$ cat src/rtl/core/bplg_pkg.sv
package bplg_pkg;

  localparam int PhaseW   = 11;
  localparam int LevelW   = 8;
  localparam int LimitW   = 10;
  localparam int DutyW    = 7;
  localparam int CosW     = 16;
  localparam int CfgIdxW  = 3;
  localparam int CfgDataW = 11;

  localparam int PhaseLenDefault   = 2048;
  localparam int CosEntriesDefault = 256;
  localparam int QueueDepth        = 2;

  localparam logic [CfgIdxW-1:0] CfgPhaseStep   = 3'd0;
  localparam logic [CfgIdxW-1:0] CfgLowLevel    = 3'd1;
  localparam logic [CfgIdxW-1:0] CfgHighLevel   = 3'd2;
  localparam logic [CfgIdxW-1:0] CfgLimitedHigh = 3'd3;
  localparam logic [CfgIdxW-1:0] CfgColorLimit  = 3'd4;

  localparam logic [PhaseW-1:0] PhaseStepReset   = 11'd16;
  localparam logic [LevelW-1:0] LowLevelReset    = 8'd10;
  localparam logic [LevelW-1:0] HighLevelReset   = 8'd255;
  localparam logic [LevelW-1:0] LimitedHighReset = 8'd55;
  localparam logic [LimitW-1:0] ColorLimitReset  = 10'd255;

  localparam logic [DutyW-1:0] DutyMax = 7'd100;

  localparam longint unsigned Q30One    = 64'd1073741824;
  localparam longint unsigned HalfPiQ30 = 64'd1686629713;
  localparam longint unsigned Q30Mask   = 64'h3FFF_FFFF;

  typedef struct packed {
    logic [PhaseW-1:0] phase;
    logic              over_limit;
  } job_t;

  typedef struct packed {
    logic [LevelW-1:0] low_level;
    logic [LevelW-1:0] high_level;
    logic [LevelW-1:0] limited_high;
  } level_cfg_t;

  function automatic logic signed [CosW-1:0] quarter_cos(longint unsigned u);
    longint unsigned x;
    longint unsigned x2;
    longint unsigned term;
    longint          acc;
    x    = (u * HalfPiQ30) >> 30;
    x2   = (x * x) >> 30;
    term = Q30One;
    acc  = longint'(Q30One);
    term = ((term * x2) >> 30) / 2;
    acc  = acc - longint'(term);
    term = ((term * x2) >> 30) / 12;
    acc  = acc + longint'(term);
    term = ((term * x2) >> 30) / 30;
    acc  = acc - longint'(term);
    term = ((term * x2) >> 30) / 56;
    acc  = acc + longint'(term);
    term = ((term * x2) >> 30) / 90;
    acc  = acc - longint'(term);
    term = ((term * x2) >> 30) / 132;
    acc  = acc + longint'(term);
    if (acc < 0) begin
      acc = 0;
    end
    if (acc > longint'(Q30One)) begin
      acc = longint'(Q30One);
    end
    return CosW'(($unsigned(acc) + 64'd32768) >> 16);
  endfunction

  function automatic logic signed [CosW-1:0] cos_entry(int k, int idx_bits);
    longint unsigned a;
    longint unsigned r;
    logic [1:0]      quad;
    a    = $unsigned(longint'(k)) << (32 - idx_bits);
    quad = 2'((a >> 30) & 64'd3);
    r    = a & Q30Mask;
    case (quad)
      2'd0:    return quarter_cos(r);
      2'd1:    return -quarter_cos(Q30One - r);
      2'd2:    return -quarter_cos(r);
      default: return quarter_cos(Q30One - r);
    endcase
  endfunction

endpackage

$ cat src/rtl/core/bplg_in_if.sv
interface bplg_in_if;
  logic                         valid;
  logic                         ready;
  logic                         action;
  logic [bplg_pkg::PhaseW-1:0]  phase_value;
  logic                         in_sync;
  logic [bplg_pkg::LevelW-1:0]  color_red;
  logic [bplg_pkg::LevelW-1:0]  color_green;
  logic [bplg_pkg::LevelW-1:0]  color_blue;

  modport source (
    output valid, action, phase_value, in_sync, color_red, color_green, color_blue,
    input  ready
  );
  modport sink (
    input  valid, action, phase_value, in_sync, color_red, color_green, color_blue,
    output ready
  );
endinterface

$ cat src/rtl/core/bplg_out_if.sv
interface bplg_out_if;
  logic                        valid;
  logic                        ready;
  logic [bplg_pkg::PhaseW-1:0] phase_now;
  logic [bplg_pkg::LevelW-1:0] brightness;
  logic [bplg_pkg::LevelW-1:0] limited_brightness;
  logic [bplg_pkg::DutyW-1:0]  duty_percent;

  modport source (
    output valid, phase_now, brightness, limited_brightness, duty_percent,
    input  ready
  );
  modport sink (
    input  valid, phase_now, brightness, limited_brightness, duty_percent,
    output ready
  );
endinterface

$ cat src/rtl/core/bplg_queue.sv
module bplg_queue (
  input  logic               clk_i,
  input  logic               rst_ni,
  input  logic               push_i,
  input  bplg_pkg::job_t     job_i,
  output logic               full_o,
  input  logic               pop_i,
  output bplg_pkg::job_t     job_o,
  output logic               empty_o
);

  localparam int PtrW = (bplg_pkg::QueueDepth > 1) ? $clog2(bplg_pkg::QueueDepth) : 1;
  localparam int CntW = $clog2(bplg_pkg::QueueDepth + 1);

  bplg_pkg::job_t mem_q [bplg_pkg::QueueDepth];
  logic [PtrW-1:0] wr_ptr_q, wr_ptr_d;
  logic [PtrW-1:0] rd_ptr_q, rd_ptr_d;
  logic [CntW-1:0] count_q, count_d;

  assign full_o  = (count_q == CntW'(bplg_pkg::QueueDepth));
  assign empty_o = (count_q == '0);
  assign job_o   = mem_q[rd_ptr_q];

  always_comb begin
    wr_ptr_d = wr_ptr_q;
    rd_ptr_d = rd_ptr_q;
    count_d  = count_q;
    if (push_i) begin
      wr_ptr_d = (wr_ptr_q == PtrW'(bplg_pkg::QueueDepth - 1)) ? '0 : wr_ptr_q + 1'b1;
    end
    if (pop_i) begin
      rd_ptr_d = (rd_ptr_q == PtrW'(bplg_pkg::QueueDepth - 1)) ? '0 : rd_ptr_q + 1'b1;
    end
    if (push_i && !pop_i) begin
      count_d = count_q + 1'b1;
    end else if (pop_i && !push_i) begin
      count_d = count_q - 1'b1;
    end
  end

  always_ff @(posedge clk_i or negedge rst_ni) begin
    if (!rst_ni) begin
      wr_ptr_q <= '0;
      rd_ptr_q <= '0;
      count_q  <= '0;
    end else begin
      wr_ptr_q <= wr_ptr_d;
      rd_ptr_q <= rd_ptr_d;
      count_q  <= count_d;
    end
  end

  always_ff @(posedge clk_i) begin
    if (push_i) begin
      mem_q[wr_ptr_q] <= job_i;
    end
  end

endmodule

$ cat src/rtl/core/bplg_front.sv
module bplg_front #(
  parameter int PHASE_LEN = bplg_pkg::PhaseLenDefault
) (
  input  logic                        clk_i,
  input  logic                        rst_ni,
  bplg_in_if.sink                     req_i,
  input  logic [bplg_pkg::PhaseW-1:0] phase_step_i,
  input  logic [bplg_pkg::LimitW-1:0] color_limit_i,
  input  logic                        full_i,
  output logic                        push_o,
  output bplg_pkg::job_t              job_o
);

  localparam int PhaseLenW = $clog2(PHASE_LEN);
  localparam int WideW     = (PhaseLenW > bplg_pkg::PhaseW + 1) ? PhaseLenW
                                                                 : bplg_pkg::PhaseW + 1;
  localparam logic [WideW-1:0] PhaseMask = WideW'(PHASE_LEN - 1);

  logic [bplg_pkg::PhaseW-1:0] phase_q, phase_d;
  logic [WideW-1:0]            adv_w;
  logic [WideW-1:0]            load_w;
  logic [bplg_pkg::LimitW-1:0] color_sum;
  logic                        accept;

  assign req_i.ready = !full_i;
  assign accept      = req_i.valid && req_i.ready;

  assign adv_w     = (WideW'(phase_q) + WideW'(phase_step_i)) & PhaseMask;
  assign load_w    = WideW'(req_i.phase_value) & PhaseMask;
  assign color_sum = bplg_pkg::LimitW'(req_i.color_red) + bplg_pkg::LimitW'(req_i.color_green)
                   + bplg_pkg::LimitW'(req_i.color_blue);

  always_comb begin
    phase_d = phase_q;
    if (accept) begin
      if (req_i.action) begin
        phase_d = bplg_pkg::PhaseW'(load_w);
      end else if (req_i.in_sync) begin
        phase_d = bplg_pkg::PhaseW'(adv_w);
      end else begin
        phase_d = '0;
      end
    end
  end

  assign push_o           = accept && !req_i.action;
  assign job_o.phase      = phase_d;
  assign job_o.over_limit = (color_sum > color_limit_i);

  always_ff @(posedge clk_i or negedge rst_ni) begin
    if (!rst_ni) begin
      phase_q <= '0;
    end else begin
      phase_q <= phase_d;
    end
  end

endmodule

$ cat src/rtl/core/bplg_back.sv
module bplg_back #(
  parameter int PHASE_LEN   = bplg_pkg::PhaseLenDefault,
  parameter int COS_ENTRIES = bplg_pkg::CosEntriesDefault
) (
  input  logic                 clk_i,
  input  logic                 rst_ni,
  input  bplg_pkg::level_cfg_t cfg_i,
  input  logic                 empty_i,
  input  bplg_pkg::job_t       job_i,
  output logic                 pop_o,
  bplg_out_if.source           rsp_o
);

  localparam int PhaseLenW = $clog2(PHASE_LEN);
  localparam int IdxW      = $clog2(COS_ENTRIES);
  localparam int ExtW      = bplg_pkg::PhaseW + IdxW;
  localparam int TotW      = 27;

  localparam logic [1:0] StIdle = 2'd0;
  localparam logic [1:0] StMul  = 2'd1;
  localparam logic [1:0] StFin  = 2'd2;
  localparam logic [1:0] StOut  = 2'd3;

  logic signed [bplg_pkg::CosW-1:0] cos_rom [COS_ENTRIES];

  for (genvar k = 0; k < COS_ENTRIES; k++) begin : g_rom
    assign cos_rom[k] = bplg_pkg::cos_entry(k, IdxW);
  end

  logic [1:0]                       state_q, state_d;
  logic [bplg_pkg::PhaseW-1:0]      phase_q;
  logic                             over_q;
  logic signed [bplg_pkg::CosW-1:0] cos_q;
  logic signed [TotW-1:0]           tot_full_q, tot_lim_q;
  logic [bplg_pkg::LevelW-1:0]      full_q, lim_q;
  logic [bplg_pkg::DutyW-1:0]       duty_q;

  logic [ExtW-1:0]                  idx_ext;
  logic [IdxW-1:0]                  idx;
  logic signed [16:0]               weight;
  logic signed [8:0]                half_full, half_lim;
  logic signed [TotW-1:0]           base;
  logic signed [25:0]               prod_full, prod_lim;
  logic [bplg_pkg::LevelW-1:0]      full_lvl, lim_lvl;
  logic [14:0]                      duty_num;
  logic [15:0]                      duty_quo;
  logic [bplg_pkg::DutyW-1:0]       duty_lvl;

  function automatic logic signed [8:0] half_span(logic [7:0] peak, logic [7:0] low);
    logic signed [8:0] diff;
    diff = $signed({1'b0, peak}) - $signed({1'b0, low});
    return (diff + $signed({8'b0, diff[8]})) >>> 1;
  endfunction

  function automatic logic [7:0] clamp_level(logic signed [26:0] t);
    logic [11:0] v;
    v = t[25:14];
    if (t[26]) begin
      return '0;
    end else if (v > 12'd255) begin
      return 8'hFF;
    end
    return v[7:0];
  endfunction

  assign idx_ext = {job_i.phase, IdxW'(0)} >> PhaseLenW;
  assign idx     = idx_ext[IdxW-1:0];

  assign weight    = 17'sd16384 - {cos_q[bplg_pkg::CosW-1], cos_q};
  assign half_full = half_span(cfg_i.high_level, cfg_i.low_level);
  assign half_lim  = half_span(over_q ? cfg_i.limited_high : cfg_i.high_level, cfg_i.low_level);
  assign prod_full = weight * half_full;
  assign prod_lim  = weight * half_lim;
  assign base      = $signed({5'b0, cfg_i.low_level, 14'b0});

  assign full_lvl = clamp_level(tot_full_q);
  assign lim_lvl  = clamp_level(tot_lim_q);
  assign duty_num = 15'(full_lvl) * 15'd100;
  assign duty_quo = (16'(duty_num) + 16'(duty_num >> 8) + 16'd1) >> 8;
  assign duty_lvl = (duty_quo > 16'(bplg_pkg::DutyMax)) ? bplg_pkg::DutyMax
                                                         : duty_quo[bplg_pkg::DutyW-1:0];

  assign pop_o = (state_q == StIdle) && !empty_i;

  always_comb begin
    state_d = state_q;
    case (state_q)
      StIdle: begin
        if (!empty_i) begin
          state_d = StMul;
        end
      end
      StMul: begin
        state_d = StFin;
      end
      StFin: begin
        state_d = StOut;
      end
      StOut: begin
        if (rsp_o.ready) begin
          state_d = StIdle;
        end
      end
      default: begin
        state_d = StIdle;
      end
    endcase
  end

  always_ff @(posedge clk_i or negedge rst_ni) begin
    if (!rst_ni) begin
      state_q <= StIdle;
    end else begin
      state_q <= state_d;
    end
  end

  always_ff @(posedge clk_i) begin
    if (pop_o) begin
      phase_q <= job_i.phase;
      over_q  <= job_i.over_limit;
      cos_q   <= cos_rom[idx];
    end
    if (state_q == StMul) begin
      tot_full_q <= base + TotW'(prod_full);
      tot_lim_q  <= base + TotW'(prod_lim);
    end
    if (state_q == StFin) begin
      full_q <= full_lvl;
      lim_q  <= lim_lvl;
      duty_q <= duty_lvl;
    end
  end

  assign rsp_o.valid              = (state_q == StOut);
  assign rsp_o.phase_now          = phase_q;
  assign rsp_o.brightness         = full_q;
  assign rsp_o.limited_brightness = lim_q;
  assign rsp_o.duty_percent       = duty_q;

endmodule

$ cat src/rtl/core/breathing_led_phase_generator.sv
// Breathing-LED phase generator.
// Requests arrive on req_i (valid/ready). A tick request (action 0) advances the
// phase by phase_step when in_sync is set, else returns it to 0, and yields one
// response on rsp_o: the new phase, full and limited cosine brightness, and PWM
// duty percent. A load request (action 1) sets the phase and yields no response.
// Config is written via cfg_we_i / cfg_idx_i / cfg_wdata_i, one register per cycle;
// the user must write only while the block is idle; the block does not enforce it.
// The front stage updates the phase in the accept cycle and hands each tick to a
// two-entry queue; the back stage does table lookup, multiply and clamp.
// Each tick passes the queue, then the back stage's lookup, multiply and clamp
// registers before its response is valid; no new tick enters the back stage until
// the last one is handed off. Loads do not enter the queue.
// When the receiver stalls, the response holds; the queue takes up to two more
// ticks, then req_i.ready drops.
// Reset clears the phase to 0, empties the queue and restores all configuration
// registers to their defaults (step 16, low 10, high 255, limited 55, colour limit 255).
module breathing_led_phase_generator #(
  parameter int PHASE_LEN   = bplg_pkg::PhaseLenDefault,
  parameter int COS_ENTRIES = bplg_pkg::CosEntriesDefault
) (
  input  logic                          clk_i,
  input  logic                          rst_ni,
  bplg_in_if.sink                       req_i,
  bplg_out_if.source                    rsp_o,
  input  logic                          cfg_we_i,
  input  logic [bplg_pkg::CfgIdxW-1:0]  cfg_idx_i,
  input  logic [bplg_pkg::CfgDataW-1:0] cfg_wdata_i
);

  logic [bplg_pkg::PhaseW-1:0] phase_step_q;
  logic [bplg_pkg::LimitW-1:0] color_limit_q;
  bplg_pkg::level_cfg_t        level_cfg_q;

  logic           push;
  logic           pop;
  logic           full;
  logic           empty;
  bplg_pkg::job_t job_in;
  bplg_pkg::job_t job_out;

  always_ff @(posedge clk_i or negedge rst_ni) begin
    if (!rst_ni) begin
      phase_step_q             <= bplg_pkg::PhaseStepReset;
      level_cfg_q.low_level    <= bplg_pkg::LowLevelReset;
      level_cfg_q.high_level   <= bplg_pkg::HighLevelReset;
      level_cfg_q.limited_high <= bplg_pkg::LimitedHighReset;
      color_limit_q            <= bplg_pkg::ColorLimitReset;
    end else if (cfg_we_i) begin
      case (cfg_idx_i)
        bplg_pkg::CfgPhaseStep:   phase_step_q <= cfg_wdata_i[bplg_pkg::PhaseW-1:0];
        bplg_pkg::CfgLowLevel:    level_cfg_q.low_level <= cfg_wdata_i[bplg_pkg::LevelW-1:0];
        bplg_pkg::CfgHighLevel:   level_cfg_q.high_level <= cfg_wdata_i[bplg_pkg::LevelW-1:0];
        bplg_pkg::CfgLimitedHigh: level_cfg_q.limited_high <= cfg_wdata_i[bplg_pkg::LevelW-1:0];
        bplg_pkg::CfgColorLimit:  color_limit_q <= cfg_wdata_i[bplg_pkg::LimitW-1:0];
        default: begin
        end
      endcase
    end
  end

  bplg_front #(
    .PHASE_LEN (PHASE_LEN)
  ) u_front (
    .clk_i         (clk_i),
    .rst_ni        (rst_ni),
    .req_i         (req_i),
    .phase_step_i  (phase_step_q),
    .color_limit_i (color_limit_q),
    .full_i        (full),
    .push_o        (push),
    .job_o         (job_in)
  );

  bplg_queue u_queue (
    .clk_i   (clk_i),
    .rst_ni  (rst_ni),
    .push_i  (push),
    .job_i   (job_in),
    .full_o  (full),
    .pop_i   (pop),
    .job_o   (job_out),
    .empty_o (empty)
  );

  bplg_back #(
    .PHASE_LEN   (PHASE_LEN),
    .COS_ENTRIES (COS_ENTRIES)
  ) u_back (
    .clk_i   (clk_i),
    .rst_ni  (rst_ni),
    .cfg_i   (level_cfg_q),
    .empty_i (empty),
    .job_i   (job_out),
    .pop_o   (pop),
    .rsp_o   (rsp_o)
  );

endmodule

$ cat src/flat_wrapper.sv
// flat-port wrapper written by rule: the top's interface ports become plain ports
module breathing_led_phase_generator_flat 
#(
  parameter int PHASE_LEN   = bplg_pkg::PhaseLenDefault,
  parameter int COS_ENTRIES = bplg_pkg::CosEntriesDefault
)
  (clk_i, rst_ni, cfg_we_i, cfg_idx_i, cfg_wdata_i, req_i_valid, req_i_action, req_i_phase_value, req_i_in_sync, req_i_color_red, req_i_color_green, req_i_color_blue, req_i_ready, rsp_o_valid, rsp_o_phase_now, rsp_o_brightness, rsp_o_limited_brightness, rsp_o_duty_percent, rsp_o_ready);
  bplg_in_if req_i_i ();
  bplg_out_if rsp_o_i ();
  input  logic clk_i;
  input  logic rst_ni;
  input  logic cfg_we_i;
  input  logic [bplg_pkg::CfgIdxW-1:0] cfg_idx_i;
  input  logic [bplg_pkg::CfgDataW-1:0] cfg_wdata_i;
  input wire logic [$bits(req_i_i.valid)-1:0] req_i_valid;
  input wire logic [$bits(req_i_i.action)-1:0] req_i_action;
  input wire logic [$bits(req_i_i.phase_value)-1:0] req_i_phase_value;
  input wire logic [$bits(req_i_i.in_sync)-1:0] req_i_in_sync;
  input wire logic [$bits(req_i_i.color_red)-1:0] req_i_color_red;
  input wire logic [$bits(req_i_i.color_green)-1:0] req_i_color_green;
  input wire logic [$bits(req_i_i.color_blue)-1:0] req_i_color_blue;
  output wire logic [$bits(req_i_i.ready)-1:0] req_i_ready;
  output wire logic [$bits(rsp_o_i.valid)-1:0] rsp_o_valid;
  output wire logic [$bits(rsp_o_i.phase_now)-1:0] rsp_o_phase_now;
  output wire logic [$bits(rsp_o_i.brightness)-1:0] rsp_o_brightness;
  output wire logic [$bits(rsp_o_i.limited_brightness)-1:0] rsp_o_limited_brightness;
  output wire logic [$bits(rsp_o_i.duty_percent)-1:0] rsp_o_duty_percent;
  input wire logic [$bits(rsp_o_i.ready)-1:0] rsp_o_ready;
  assign req_i_i.valid = req_i_valid;
  assign req_i_i.action = req_i_action;
  assign req_i_i.phase_value = req_i_phase_value;
  assign req_i_i.in_sync = req_i_in_sync;
  assign req_i_i.color_red = req_i_color_red;
  assign req_i_i.color_green = req_i_color_green;
  assign req_i_i.color_blue = req_i_color_blue;
  assign req_i_ready = req_i_i.ready;
  assign rsp_o_valid = rsp_o_i.valid;
  assign rsp_o_phase_now = rsp_o_i.phase_now;
  assign rsp_o_brightness = rsp_o_i.brightness;
  assign rsp_o_limited_brightness = rsp_o_i.limited_brightness;
  assign rsp_o_duty_percent = rsp_o_i.duty_percent;
  assign rsp_o_i.ready = rsp_o_ready;
  breathing_led_phase_generator #(.PHASE_LEN(PHASE_LEN), .COS_ENTRIES(COS_ENTRIES)) u_core (.clk_i(clk_i), .rst_ni(rst_ni), .req_i(req_i_i), .rsp_o(rsp_o_i), .cfg_we_i(cfg_we_i), .cfg_idx_i(cfg_idx_i), .cfg_wdata_i(cfg_wdata_i));
endmodule
$ cat config.mk
export PLATFORM = sky130hd
export DESIGN_NAME = breathing_led_phase_generator_flat
export DESIGN_NICKNAME = d
export VERILOG_FILES = /design/src/rtl/core/bplg_pkg.sv /design/src/rtl/core/bplg_in_if.sv /design/src/rtl/core/bplg_out_if.sv /design/src/rtl/core/bplg_queue.sv /design/src/rtl/core/bplg_front.sv /design/src/rtl/core/bplg_back.sv /design/src/rtl/core/breathing_led_phase_generator.sv /design/src/flat_wrapper.sv
export SDC_FILE = /design/constraint.sdc
export NUM_CORES = 1
export LEC_CHECK = 0
export BUFFER_PORTS_ARGS = -buffer_cell sky130_fd_sc_hd__buf_2
export CORE_AREA = 10 10 212 214
export CTS_CLUSTER_SIZE = 8
export DETAILED_ROUTE_END_ITERATION = 10
export DIE_AREA = 0 0 222 224
export PLACE_DENSITY = 0.73
export SETUP_SLACK_MARGIN = 0.15
export SLEW_MARGIN = 20
export SYNTH_ARGS = -nofsm -noshare
export SYNTH_HDL_FRONTEND = slang
export SYNTH_SLANG_ARGS = --single-unit
export TNS_END_PERCENT = 20
$ cat constraint.sdc
create_clock -name clk_i -period 18 [get_ports clk_i]
set_input_delay 1.8 -clock clk_i [delete_from_list [all_inputs] [get_ports clk_i]]
set_output_delay 1.8 -clock clk_i [all_outputs]
set_load 0.03 [all_outputs]
==> results.yml <==
logic_synthesis:
  synth-simple-area-share: 0.150
  synth_flop_cell: "edfxtp_1"
  synth_cells: 2528
  synth_compound_area_frac: 0.150
  synth.top_cell.area_share: 0.226
  synth_seq_cells: 161
  synth_edf_count: 99
  synthTopCellsByCount: "inv_1 (356), nor2_1 (346), fa_1 (255)"
  synth_area_leader_cell: "fa_1"
  synth_top_family_by_area: "adder cells"
  yosysUniqueCellTypes: 102
  synth_mux_area_frac: 0.0306
  syn-num-nets: 3033
  synthXorXnorAreaFrac: 0.0463
  synthTopCellsByArea: "fa_1 (23%), edfxtp_1 (13%), ha_1 (11%)"
  synth_adder_area_share: 0.333
  ys_async_sr_fraction: 0.385
  yosysWarnings: 0
  seq_area_frac_synth: 0.202
  syn_area_um2: 22600
  syn_area_per_cell_um2: 8.94
  post-synth-top-count-cell: "inv_1"
timing:
  tightestPinTransition_ns: 1.13
  rsz0062_at_grt: "no"
  relSlewSlack: 0.243
  finClkSkew_ns: 0.0167
  maxSlewViolCount: 0
  setup_viol: 0
  post-route-min-period_ns: 8.22
  fin_setup_tns_ns: 0
  hold_viol_final: 0
  fmax_mhz: 122
  min_period_over_period: 0.457
critical_path:
  cp.required_ns: 18.20
  cp-start-kind: "flip-flop"
  slowest_stage: "xor2_2"
  cp_slowest_stage_delay_ns: 0.66
  crit_type: "flip-flop to flip-flop"
  critPathArrivalTime_ns: 8.43
  cp_max_fo: 17
  crit_top_cell: "inv_1"
  endpoint_kind: "flip-flop"
  r2r_setup_slack_ns: 9.78
flow_run:
  max-cap-violations: 0
floorplan:
  die_x_um: 222
  die_h_um: 224
  start_util: 0.557
  die_area_um2: 49700
  io_pins: 92
  num_rows: 74
  core_um2: 40600
global_routing:
  grt.busiest_layer: "met2"
  grtUsageMet3: 0.0465
  grt_pass1_wl_mm: 107
  met2_usage: 0.447
  antenna_found_initial: 0
  track_usage: 0.269
  grtUsageMet1: 0.338
  overflow: 0
  grt_max_degree: 65
  grt_pass1_vias: 19500
detailed_routing:
  ant_nets: 0
  wire_per_inst_um: 21.7
  first_pass_iters: 8
  viasPerCell: 6.15
  wl_mm: 67.0
  num_vias: 19000
  drc: 0
  drt_iter0_markers: 1913
place:
  gp_congestion: 1.04
  port_buffers: 91
  dpl.hpwl_mm: 50.7
min_path:
  hp-class: "flip-flop to flip-flop"
status:
  status: "completed"
final_layout:
  antenna_cells: 0
  drive_above_1_share: 0.110
  fill_cells: 3579
  final_nets: 3046
  area_growth_pct: 5.74
cts:
  ctsResizeCount: 0
  cts_buffers: 17
  cts-root-buf: "clkbuf_16"
  clk_pin_slew_worst_paths_ns: 0.06
  cts_tree: "built"
  hold_buffers: 0
  clockBufferDepth: 2
  cts_setup_buffers: 0
  h-tree-depth: 4
  numClockSinks: 161
  clkLatencyLatePin_ns: 0.47
[critical path: cells and delay by family (launching register included)]
| kind | cells | cell delay [ns] |
|---|---|---|
| adders and majority gates | 8 | 3.09 |
| AOI/OAI and AO/OA | 9 | 2.08 |
| muxes | 1 | 0.25 |
| xor gates and xnor gates | 2 | 0.75 |
| DFF | 1 | 0.58 |
| and+or+nand+nor | 5 | 0.79 |
| buffers and inverters | 6 | 0.41 |
[state kept, by name, indices dropped and copies added, names as in the netlist]
signal                                  cells
u_core.color_limit_q                       10
u_core.level_cfg_q                         24
u_core.phase_step_q                        11
u_core.u_back.cos_q                        16
u_core.u_back.over_q                        1
u_core.u_back.rsp_o.brightness              8
u_core.u_back.rsp_o.duty_percent            7
u_core.u_back.rsp_o.limited_brightness      8
u_core.u_back.rsp_o.phase_now              11
u_core.u_back.state_q                       2
u_core.u_back.tot_full_q                   12
u_core.u_back.tot_lim_q                    12
u_core.u_front.phase_q                     11
u_core.u_queue.count_q                      2
u_core.u_queue.mem_q                       24
u_core.u_queue.rd_ptr_q                     1
u_core.u_queue.wr_ptr_q                     1
[logic make-up after synthesis]
kind of cell             Yosys count
multiplexers                      58
AND/OR/NAND/NOR                  748
AO/OA/AOI/OAI                    511
adder cells (fa/ha/maj)          449
flip-flops                       161
XOR/XNOR                         111
buffers and inverters            490
[final timing paths]
| kind | startpoint | cells past startpoint | endpoint |
|---|---|---|---|
| setup / recovery | u_core.u_back.over_q | 31 | u_core.u_back.tot_lim_q[25] |
| hold / removal | u_core.u_queue.wr_ptr_q | 1 | u_core.u_queue.wr_ptr_q |
| setup reg to reg | u_core.u_back.over_q | 31 | u_core.u_back.tot_lim_q[25] |
| hold reg to reg | u_core.u_queue.wr_ptr_q | 1 | u_core.u_queue.wr_ptr_q |
| max in group asynchronous | rst_ni | 2 | u_core.level_cfg_q[20] |
| min in group asynchronous | rst_ni | 2 | u_core.phase_step_q[1] |
[cell type report]
cell class | instances | area (µm²) | share of cell area
inverter | 366 | 1380 | 0.0576
clock buffer | 21 | 440 | 0.0184
multi-input combinational | 1877 | 16100 | 0.675
clock inverter | 11 | 81.3 | 0.00340
tap | 532 | 666 | 0.0279
timing repair buffer | 118 | 658 | 0.0275
sequential | 161 | 4550 | 0.191
[metrics by stage]
stage / instances / setup WS, ns / hold WS, ns / utilization / cell area [µm²]
after floorplan: 2528 / 10.76 / 0.456 / - / 22600
after global placement: 3054 / 10.05 / 0.477 / 0.575 / 23300
after detailed placement: 3054 / 9.79 / 0.489 / 0.575 / 23300
after CTS: 3086 / 9.77 / 0.504 / 0.588 / 23900
after global routing: 3086 / 9.17 / 0.534 / 0.589 / 23900
final: 3086 / 9.78 / 0.502 / 0.589 / 23900
[cells in the final DEF (no fill, tap or decap), types with 9 or more instances in the layout]
cell,n
inv_1,356
nor2_1,346
fa_1,255
ha_1,192
nand2_1,166
o21ai_0,123
a21oi_1,120
edfxtp_1,99
buf_2,91
xnor2_1,60
nor3_1,56
dfrtp_1,38
xor2_1,36
mux2_2,36
nand3_1,33
a211oi_1,29
buf_4,27
dfstp_2,24
a31oi_1,22
nand2b_1,21
o21a_1,20
nor2b_1,17
and3_1,17
o211ai_1,17
clkbuf_16,17
or3_1,16
o22ai_1,16
o311ai_0,16
and2_1,15
a21o_1,12
a22oi_1,12
mux2i_1,11
nor4_1,10
a221oi_1,10
o31ai_1,10
xnor2_2,9
o41a_1,9
[per-layer routing]
metal	vias to the layer above	share of wire
met3	186	0.079
met1	9352	0.40
met5	-	0
met2	918	0.48
met4	0	0.043
li1	8526	-
Power is left out: the tool's default activity adds up to more than one toggle a clock period on the data nets, which glitch-free logic cannot reach.
